**src/hdl/srrw_pkg.sv**
```systemverilog
package srrw_pkg;

  localparam int SEQ_W      = 32;
  localparam int TAG_W      = 32;
  localparam int MAP_W      = 64;
  localparam int FREE_W     = 7;
  localparam int MAX_WINDOW = 64;

  typedef struct packed {
    logic [SEQ_W-1:0] seq;
    logic [TAG_W-1:0] payload_tag;
  } in_beat_t;

  typedef struct packed {
    logic              deliver;
    logic [SEQ_W-1:0]  delivered_seq;
    logic [TAG_W-1:0]  delivered_tag;
    logic [SEQ_W-1:0]  cumulative_ack;
    logic [MAP_W-1:0]  ack_bitmap;
    logic [FREE_W-1:0] window_free;
    logic              last;
  } out_beat_t;

endpackage

```
**src/hdl/srrw_ram.sv**
```systemverilog
module srrw_ram #(
  parameter int WIDTH = 32,
  parameter int DEPTH = 64,
  localparam int AW = (DEPTH > 1) ? $clog2(DEPTH) : 1
) (
  input  logic             clk_i,
  input  logic             we_i,
  input  logic [AW-1:0]    waddr_i,
  input  logic [WIDTH-1:0] wdata_i,
  input  logic [AW-1:0]    raddr_i,
  output logic [WIDTH-1:0] rdata_o
);

  logic [WIDTH-1:0] mem_q [DEPTH];
  logic [WIDTH-1:0] rdata_q;

  always_ff @(posedge clk_i) begin
    if (we_i) begin
      mem_q[waddr_i] <= wdata_i;
    end
    rdata_q <= mem_q[raddr_i];
  end

  assign rdata_o = rdata_q;

endmodule

```
**src/hdl/selective_repeat_receive_window_core.sv**
```systemverilog
// selective-repeat receive window
//
// in channel: one beat per received data packet (seq, payload_tag), taken
// when in_valid_i is high and in_stall_o is low. out channel: result beats
// under out_valid_o / out_stall_i handshake, held stable while stalled.
//
// a packet below the base, at or past base+WINDOW, or already buffered is
// dropped with no result; the block then goes from the check state to idle.
// an accepted packet is stored, then the in-order run at the base is walked
// one valid bit per cycle, the ack bitmap is registered in the BMAP state,
// and each delivery waits in EMIT for a free output register, then takes
// its tag from the single registered read port of the tag RAM in RDWAIT.
// with nothing in order, one status beat is loaded from EMIT instead. the
// block takes the next packet while its last result still sits in the
// output register.
//
// reset clears the base, the buffered count and the per-slot valid flops;
// the tag RAM is not cleared, only entries with a set valid bit are read.
// a stalled receiver freezes the output register and the result walk.
module selective_repeat_receive_window_core #(
  parameter int WINDOW = 64
) (
  input  logic                 clk_i,
  input  logic                 rst_ni,
  input  logic                 in_valid_i,
  output logic                 in_stall_o,
  input  srrw_pkg::in_beat_t   in_beat_i,
  output logic                 out_valid_o,
  input  logic                 out_stall_i,
  output srrw_pkg::out_beat_t  out_beat_o
);

  localparam int SLOT_W = (WINDOW > 1) ? $clog2(WINDOW) : 1;
  localparam int CNT_W  = $clog2(WINDOW + 1);
  localparam int SUM_W  = 8;

  // one-hot sequencer
  typedef enum logic [5:0] {
    ST_IDLE   = 6'b000001,
    ST_CHECK  = 6'b000010,
    ST_SCAN   = 6'b000100,
    ST_BMAP   = 6'b001000,
    ST_EMIT   = 6'b010000,
    ST_RDWAIT = 6'b100000
  } state_e;

  state_e state_q, state_d;

  // window state
  logic [srrw_pkg::SEQ_W-1:0]  base_q, base_d;
  logic [SLOT_W-1:0]           base_slot_q, base_slot_d;
  logic [srrw_pkg::FREE_W-1:0] cnt_q, cnt_d;
  logic [WINDOW-1:0]           valid_q, valid_d;

  // latched packet
  logic [srrw_pkg::SEQ_W-1:0] seq_q;
  logic [srrw_pkg::TAG_W-1:0] tag_q;

  // run walk and result walk
  logic [CNT_W-1:0]           n_q, n_d;
  logic [CNT_W-1:0]           k_q, k_d;
  logic [SLOT_W-1:0]          rd_slot_q, rd_slot_d;
  logic [srrw_pkg::SEQ_W-1:0] rd_seq_q, rd_seq_d;

  // status shared by every beat of a step
  logic [srrw_pkg::SEQ_W-1:0]  ack_q;
  logic [srrw_pkg::MAP_W-1:0]  map_q;
  logic [srrw_pkg::FREE_W-1:0] free_q;
  logic [srrw_pkg::MAP_W-1:0]  map_d;

  // output register
  logic                out_valid_q, out_valid_d;
  srrw_pkg::out_beat_t out_q, out_d;
  logic                out_load;
  logic                out_free;

  // tag RAM
  logic                       ram_we;
  logic [srrw_pkg::TAG_W-1:0] ram_rdata;

  // check stage
  logic [srrw_pkg::SEQ_W-1:0] off;
  logic [SUM_W-1:0]           slot_sum;
  logic [SLOT_W-1:0]          new_slot;
  logic                       accept_pkt;

  logic in_acc;

  assign in_stall_o = (state_q != ST_IDLE);
  assign in_acc     = in_valid_i && !in_stall_o;
  assign out_free   = !out_valid_q || !out_stall_i;

  // offset into the window and the slot it maps to
  always_comb begin
    off      = seq_q - base_q;
    slot_sum = SUM_W'(base_slot_q) + SUM_W'(off[6:0]);
    if (slot_sum >= SUM_W'(WINDOW)) begin
      slot_sum = slot_sum - SUM_W'(WINDOW);
    end
    new_slot   = slot_sum[SLOT_W-1:0];
    accept_pkt = (seq_q >= base_q) && (off < srrw_pkg::SEQ_W'(WINDOW)) &&
                 !valid_q[new_slot];
  end

  // bitmap: valid bits rotated so bit 0 is the slot of the base
  always_comb begin
    logic [SUM_W-1:0] idx;
    map_d = '0;
    for (int i = 0; i < srrw_pkg::MAP_W; i++) begin
      idx = SUM_W'(base_slot_q) + SUM_W'(i);
      if (idx >= SUM_W'(WINDOW)) begin
        idx = idx - SUM_W'(WINDOW);
      end
      if (i < WINDOW) begin
        map_d[i] = valid_q[idx[SLOT_W-1:0]];
      end
    end
  end

  always_comb begin
    state_d     = state_q;
    base_d      = base_q;
    base_slot_d = base_slot_q;
    cnt_d       = cnt_q;
    valid_d     = valid_q;
    n_d         = n_q;
    k_d         = k_q;
    rd_slot_d   = rd_slot_q;
    rd_seq_d    = rd_seq_q;
    ram_we      = 1'b0;
    out_load    = 1'b0;
    out_d       = out_q;

    unique case (state_q)
      ST_IDLE: begin
        if (in_acc) begin
          state_d = ST_CHECK;
        end
      end
      ST_CHECK: begin
        if (accept_pkt) begin
          ram_we            = 1'b1;
          valid_d[new_slot] = 1'b1;
          cnt_d             = cnt_q + srrw_pkg::FREE_W'(1);
          n_d               = '0;
          k_d               = '0;
          rd_slot_d         = base_slot_q;
          rd_seq_d          = base_q;
          state_d           = ST_SCAN;
        end else begin
          state_d = ST_IDLE;
        end
      end
      ST_SCAN: begin
        // consume the in-order run one slot per cycle
        if ((n_q < CNT_W'(WINDOW)) && valid_q[base_slot_q]) begin
          valid_d[base_slot_q] = 1'b0;
          cnt_d  = cnt_q - srrw_pkg::FREE_W'(1);
          base_d = base_q + srrw_pkg::SEQ_W'(1);
          if (base_slot_q == SLOT_W'(WINDOW - 1)) begin
            base_slot_d = '0;
          end else begin
            base_slot_d = base_slot_q + SLOT_W'(1);
          end
          n_d = n_q + CNT_W'(1);
        end else begin
          state_d = ST_BMAP;
        end
      end
      ST_BMAP: begin
        state_d = ST_EMIT;
      end
      ST_EMIT: begin
        if (out_free) begin
          if (n_q == '0) begin
            // nothing in order: one status beat
            out_load             = 1'b1;
            out_d.deliver        = 1'b0;
            out_d.delivered_seq  = '0;
            out_d.delivered_tag  = '0;
            out_d.cumulative_ack = ack_q;
            out_d.ack_bitmap     = map_q;
            out_d.window_free    = free_q;
            out_d.last           = 1'b1;
            state_d              = ST_IDLE;
          end else begin
            state_d = ST_RDWAIT;
          end
        end
      end
      ST_RDWAIT: begin
        out_load             = 1'b1;
        out_d.deliver        = 1'b1;
        out_d.delivered_seq  = rd_seq_q;
        out_d.delivered_tag  = ram_rdata;
        out_d.cumulative_ack = ack_q;
        out_d.ack_bitmap     = map_q;
        out_d.window_free    = free_q;
        out_d.last           = ((k_q + CNT_W'(1)) == n_q);
        k_d                  = k_q + CNT_W'(1);
        rd_seq_d             = rd_seq_q + srrw_pkg::SEQ_W'(1);
        if (rd_slot_q == SLOT_W'(WINDOW - 1)) begin
          rd_slot_d = '0;
        end else begin
          rd_slot_d = rd_slot_q + SLOT_W'(1);
        end
        if ((k_q + CNT_W'(1)) == n_q) begin
          state_d = ST_IDLE;
        end else begin
          state_d = ST_EMIT;
        end
      end
      default: begin
        state_d = ST_IDLE;
      end
    endcase
  end

  always_comb begin
    out_valid_d = out_valid_q;
    if (out_load) begin
      out_valid_d = 1'b1;
    end else if (!out_stall_i) begin
      out_valid_d = 1'b0;
    end
  end

  always_ff @(posedge clk_i or negedge rst_ni) begin
    if (!rst_ni) begin
      state_q     <= ST_IDLE;
      base_q      <= '0;
      base_slot_q <= '0;
      cnt_q       <= '0;
      valid_q     <= '0;
      n_q         <= '0;
      k_q         <= '0;
      out_valid_q <= 1'b0;
    end else begin
      state_q     <= state_d;
      base_q      <= base_d;
      base_slot_q <= base_slot_d;
      cnt_q       <= cnt_d;
      valid_q     <= valid_d;
      n_q         <= n_d;
      k_q         <= k_d;
      out_valid_q <= out_valid_d;
    end
  end

  // payload registers
  always_ff @(posedge clk_i) begin
    if (in_acc) begin
      seq_q <= in_beat_i.seq;
      tag_q <= in_beat_i.payload_tag;
    end
    if (state_q == ST_BMAP) begin
      ack_q  <= base_q - srrw_pkg::SEQ_W'(1);
      map_q  <= map_d;
      free_q <= srrw_pkg::FREE_W'(WINDOW) - cnt_q;
    end
    rd_slot_q <= rd_slot_d;
    rd_seq_q  <= rd_seq_d;
    out_q     <= out_d;
  end

  srrw_ram #(
    .WIDTH (srrw_pkg::TAG_W),
    .DEPTH (WINDOW)
  ) u_tag_ram (
    .clk_i   (clk_i),
    .we_i    (ram_we),
    .waddr_i (new_slot),
    .wdata_i (tag_q),
    .raddr_i (rd_slot_q),
    .rdata_o (ram_rdata)
  );

  assign out_valid_o = out_valid_q;
  assign out_beat_o  = out_q;

  // buffered count tracks the valid flops
  a_cnt_matches_valid: assert property (@(posedge clk_i) disable iff (!rst_ni)
    $countones(valid_q) == int'(cnt_q))
    else $error("buffered count out of step with valid bits");

  // an accepted packet is checked in the next cycle
  a_accept_to_check: assert property (@(posedge clk_i) disable iff (!rst_ni)
    in_acc |=> (state_q == ST_CHECK))
    else $error("accepted packet not checked");

  // the output register is empty while a tag read is in flight
  a_rdwait_out_free: assert property (@(posedge clk_i) disable iff (!rst_ni)
    (state_q == ST_RDWAIT) |-> !out_valid_q)
    else $error("tag read landed on a busy output register");

  // a delivered packet is covered by the cumulative ack it carries
  a_deliver_acked: assert property (@(posedge clk_i) disable iff (!rst_ni)
    (out_valid_q && out_q.deliver) |-> (out_q.delivered_seq <= out_q.cumulative_ack))
    else $error("delivered packet beyond cumulative ack");

endmodule

```
**config.mk**
```make
export PLATFORM = sky130hd
export DESIGN_NAME = selective_repeat_receive_window_core
export DESIGN_NICKNAME = d
export VERILOG_FILES = /design/src/hdl/srrw_pkg.sv /design/src/hdl/srrw_ram.sv /design/src/hdl/selective_repeat_receive_window_core.sv
export SDC_FILE = /design/constraint.sdc
export NUM_CORES = 2
export LEC_CHECK = 0
export CORE_MARGIN = 2
export CORE_UTILIZATION = 36
export CTS_CLUSTER_DIAMETER = 150
export DETAILED_ROUTE_END_ITERATION = 16
export DONT_BUFFER_PORTS = 1
export GPL_TIMING_DRIVEN = 0
export HOLD_SLACK_MARGIN = 0.15
export PLACE_DENSITY = 0.59
export SLEW_MARGIN = 20
export SYNTH_ARGS = -nofsm -noshare
export SYNTH_HDL_FRONTEND = slang
export SYNTH_SLANG_ARGS = --single-unit
```
**constraint.sdc**
```tcl
create_clock -name clk_i -period 22.5 [get_ports clk_i]
set_clock_uncertainty 0.1 [all_clocks]
set_input_delay 4.5 -clock clk_i [delete_from_list [all_inputs] [get_ports clk_i]]
set_output_delay 4.5 -clock clk_i [all_outputs]
set_load 0.005 [all_outputs]
```
==> impl_metrics.json <==
{
  "status": "complete, no violations",
  "drive_gt1_share_pct": 26.8,
  "h-tree-depth": 4,
  "worst-endpoint-required_ns": 22.98,
  "vias": 55600,
  "ctsHoldBuffers": 0,
  "hp-start": "map_q[22]",
  "clk_pin_slew_ns": 0.06,
  "grt_pass1_wl_um": 428000,
  "cts_resized": 0,
  "endpoint": "u_tag_ram.mem_q[0][14]",
  "clock-sinks": 2584,
  "synth_cells": 5269,
  "leakage_nw": 38.7,
  "crit_path_end_kind": "flip-flop",
  "final_antenna_net_count": 0,
  "numPortBuffers": 0,
  "synth_edf_count": 2422,
  "cts_tree": "done",
  "cpPeakStageDelay_ns": 0.83,
  "drt_wl_total_um": 308000,
  "finalCritPeriodShare_pct": 40.4,
  "clock_latency_ns": 0.91,
  "grt_pass1_vias": 54600,
  "numCtsBuffers": 248,
  "netlist_area_mm2": 0.105,
  "gp_congestion": 0.912,
  "overflow": 0,
  "synth_top_area_share_pct": 69.0,
  "peakVddDrop_uv": 78.1,
  "path_cells": "clkbuf_1, buf_2, buf_1, inv_1, fa_1, buf_1, clkbuf_1, mux2_2, a221oi_1, o22ai_1, a22oi_1, nand4_1, nor4_2, nand3b_1, buf_4, clkbuf_1, nor3_2, buf_4, buf_4, buf_6",
  "cp.arrival_ns": 9.58,
  "crit_buf_inv": 11,
  "viasPerCell": 5.60,
  "slew_viol_final": 0,
  "hpwl_um": 224000,
  "yosysTopAreaCell": "edfxtp_1",
  "synthTopCellsByArea": "edfxtp_1, mux4_2, dfrtp_1, mux2i_1, xnor2_1",
  "clock_path_buffers": 4,
  "cts_setup_buffers": 0,
  "die_y_um": 545,
  "synth_nets": 5411,
  "firstDrtPassIters": 5,
  "hold_class": "reg2reg",
  "cp_num_cells": 20,
  "crit_path_max_fanout": 10,
  "reg2reg_slack_ns": 13.40,
  "final.min_clock_period_ns": 9.10,
  "fin_total_pwr_mw": 10.2,
  "finalSetupViolCount": 0,
  "max_freq_mhz": 110,
  "setup_tns_ns": 0,
  "track_usage_pct": 20.5,
  "core_area_mm2": 0.291,
  "fillers": 24900,
  "place_ws_ns": 13.39,
  "drt_iter0_drc": 7611,
  "ys_async_sr_fraction_pct": 5.03,
  "critPathLaunch": "base_slot_q[1]",
  "cap_viol_max_count": 0,
  "tightest_slew_ns": 1.22,
  "reg2regPathDepth": 20,
  "power_density_mw_per_mm2": 82.7,
  "multi_input_area_mm2": 0.0279,
  "synth_seq_cells": 2584,
  "crit_type": "reg2reg",
  "dieArea_mm2": 0.297,
  "worstReg2RegStart": "base_slot_q[1]",
  "seqCellArea_mm2": 0.0766,
  "yosysSeqAreaShare_pct": 72.7,
  "maxSlewHeadroom_pct": 18.9,
  "fin_nets": 5956,
  "grt_max_degree": 131,
  "core.rowCount": 198,
  "path_delay_family": "buffers and inverters",
  "drc_errors": 0,
  "place_inst": 9464,
  "initial_core_util_pct": 36.2,
  "ios": 239,
  "grt_antenna_before_repair": 33,
  "avgSynthCellArea_um2": 20.0,
  "cts-root-buf": "clkbuf_16",
  "final_cells": 9930,
  "wl_per_cell_um": 31.0,
  "ys_warn_count": 0,
  "setup_slack_ns": 13.40,
  "ys_types": 76,
  "syn2layout_area_growth_pct": 17.3,
  "synth_ff_type": "edfxtp_1",
  "final_hold_viol_count": 0,
  "die_w_um": 545,
  "critPathSlowestCell": "fa_1",
  "cp-start-kind": "flip-flop",
  "rsz0062_at_grt": "no",
  "r2r_end": "u_tag_ram.mem_q[0][14]"
}
==> registers in the layout, summed over array words and instances (netlist names) <==
signal / cells
base_q: 32
free_q: 7
seq_q: 32
cnt_q: 7
map_q: 64
ack_q: 32
n_q: 7
rd_slot_q: 6
state_q: 6
k_q: 7
out_beat_o: 169
base_slot_q: 6
tag_q: 32
rd_seq_q: 32
u_tag_ram.mem_q: 2048
u_tag_ram.rdata_o: 32
valid_q: 64
out_valid_o: 1
==> report_power, final <==
group          leakage, nW  switching [mW]  internal, mW
logic                 10.7           0.361         0.149
clock network         3.96            1.82          2.43
registers             24.1          0.0681          5.41
total                 38.7            2.24          7.99
==> cells by family (layout without fill, tap and decap cells) <==
logic type                 after synthesis  in the layout  synth area share [%]
AOI/OAI and AO/OA                      416            416                  2.26
xor gates and xnor gates               196            196                  1.66
adders and majority gates               74             74                 0.900
buffers and inverters                  336           1083                  1.24
DFF                                   2584           2584                  72.7
muxes                                  970            970                  18.1
other                                    0             14                     0
and+or+nand+nor                        693            693                  3.12
==> metrics by stage <==
stage | cell area, um^2 | hold slack (ns) | utilization (%)
finish | 124000 | 0.311 | 42.5
global route | 124000 | 0.314 | 42.5
CTS | 124000 | 0.317 | 42.5
detailed placement | 115000 | 0.305 | 39.7
global placement | 110000 | 0.306 | 37.9
floorplan | 105000 | 0.300 | -
==> cell usage after synthesis (all sizes together), types with 6 or more instances <==
cell,number
clkbuf,184
nor4,18
mux4,748
nor3b,7
mux2i,187
a21o,12
a211oi,7
xnor2,150
and3,25
nand3,78
nor2b,7
nand2b,6
xor2,44
edfxtp,2422
o21ai,229
ha,71
nand2,228
nor2,151
nand3b,6
a21oi,92
mux2,35
or3,10
o22ai,6
dfrtp,129
dfxtp,32
nor3,50
a31oi,11
inv,71
o21bai,6
o31ai,7
o21a,6
buf,81
nand4,26
and2,72
==> placed cells by master (no fill, tap or decap), types with 70 or more instances in the layout <==
| cell type | instances |
|---|---|
| o21ai_0 | 214 |
| clkbuf_1 | 191 |
| a21oi_1 | 91 |
| nor2_1 | 110 |
| edfxtp_1 | 2422 |
| mux2i_1 | 187 |
| clkbuf_16 | 252 |
| ha_1 | 71 |
| buf_16 | 76 |
| buf_4 | 102 |
| dfrtp_1 | 129 |
| and2_1 | 70 |
| nand2_1 | 228 |
| mux4_2 | 748 |
| xnor2_1 | 150 |
| nand3_1 | 76 |
==> per-layer routing <==
| layer | vias to the layer above | GRT usage, % | wire length, um |
|---|---|---|---|
| met2 | 2740 | 33.4 | 148000 |
| met3 | 481 | 4.04 | 26300 |
| met4 | 6 | 5.67 | 9550 |
| met1 | 29600 | 27.9 | 124000 |
| met5 | - | 0 | 41 |
| li1 | 22700 | - | - |
==> area by class of cell <==
cell class                      instances  area share (%)
Inverter                               71           0.215
Tap cell                             3900            3.95
Sequential cell                      2584            62.0
Buffer                                265           0.908
Clock buffer                          293            5.25
Antenna cell                           14          0.0283
Clock inverter                        159            1.35
Multi-Input combinational cell       2349            22.6
Timing Repair Buffer                  295            3.77
==> how the worst min path moves through the flow <==
stage / slack [ns] / depth (start not counted) / to
floorplan: 0.30 / 0 / out_beat_o[100]
detailed placement: 0.30 / 0 / out_beat_o[12]
finish: 0.31 / 0 / out_beat_o[30]
CTS: 0.32 / 0 / out_beat_o[57]
global placement: 0.31 / 0 / out_beat_o[27]
global route: 0.31 / 0 / out_beat_o[57]
Power figures use the tool's default switching activity.
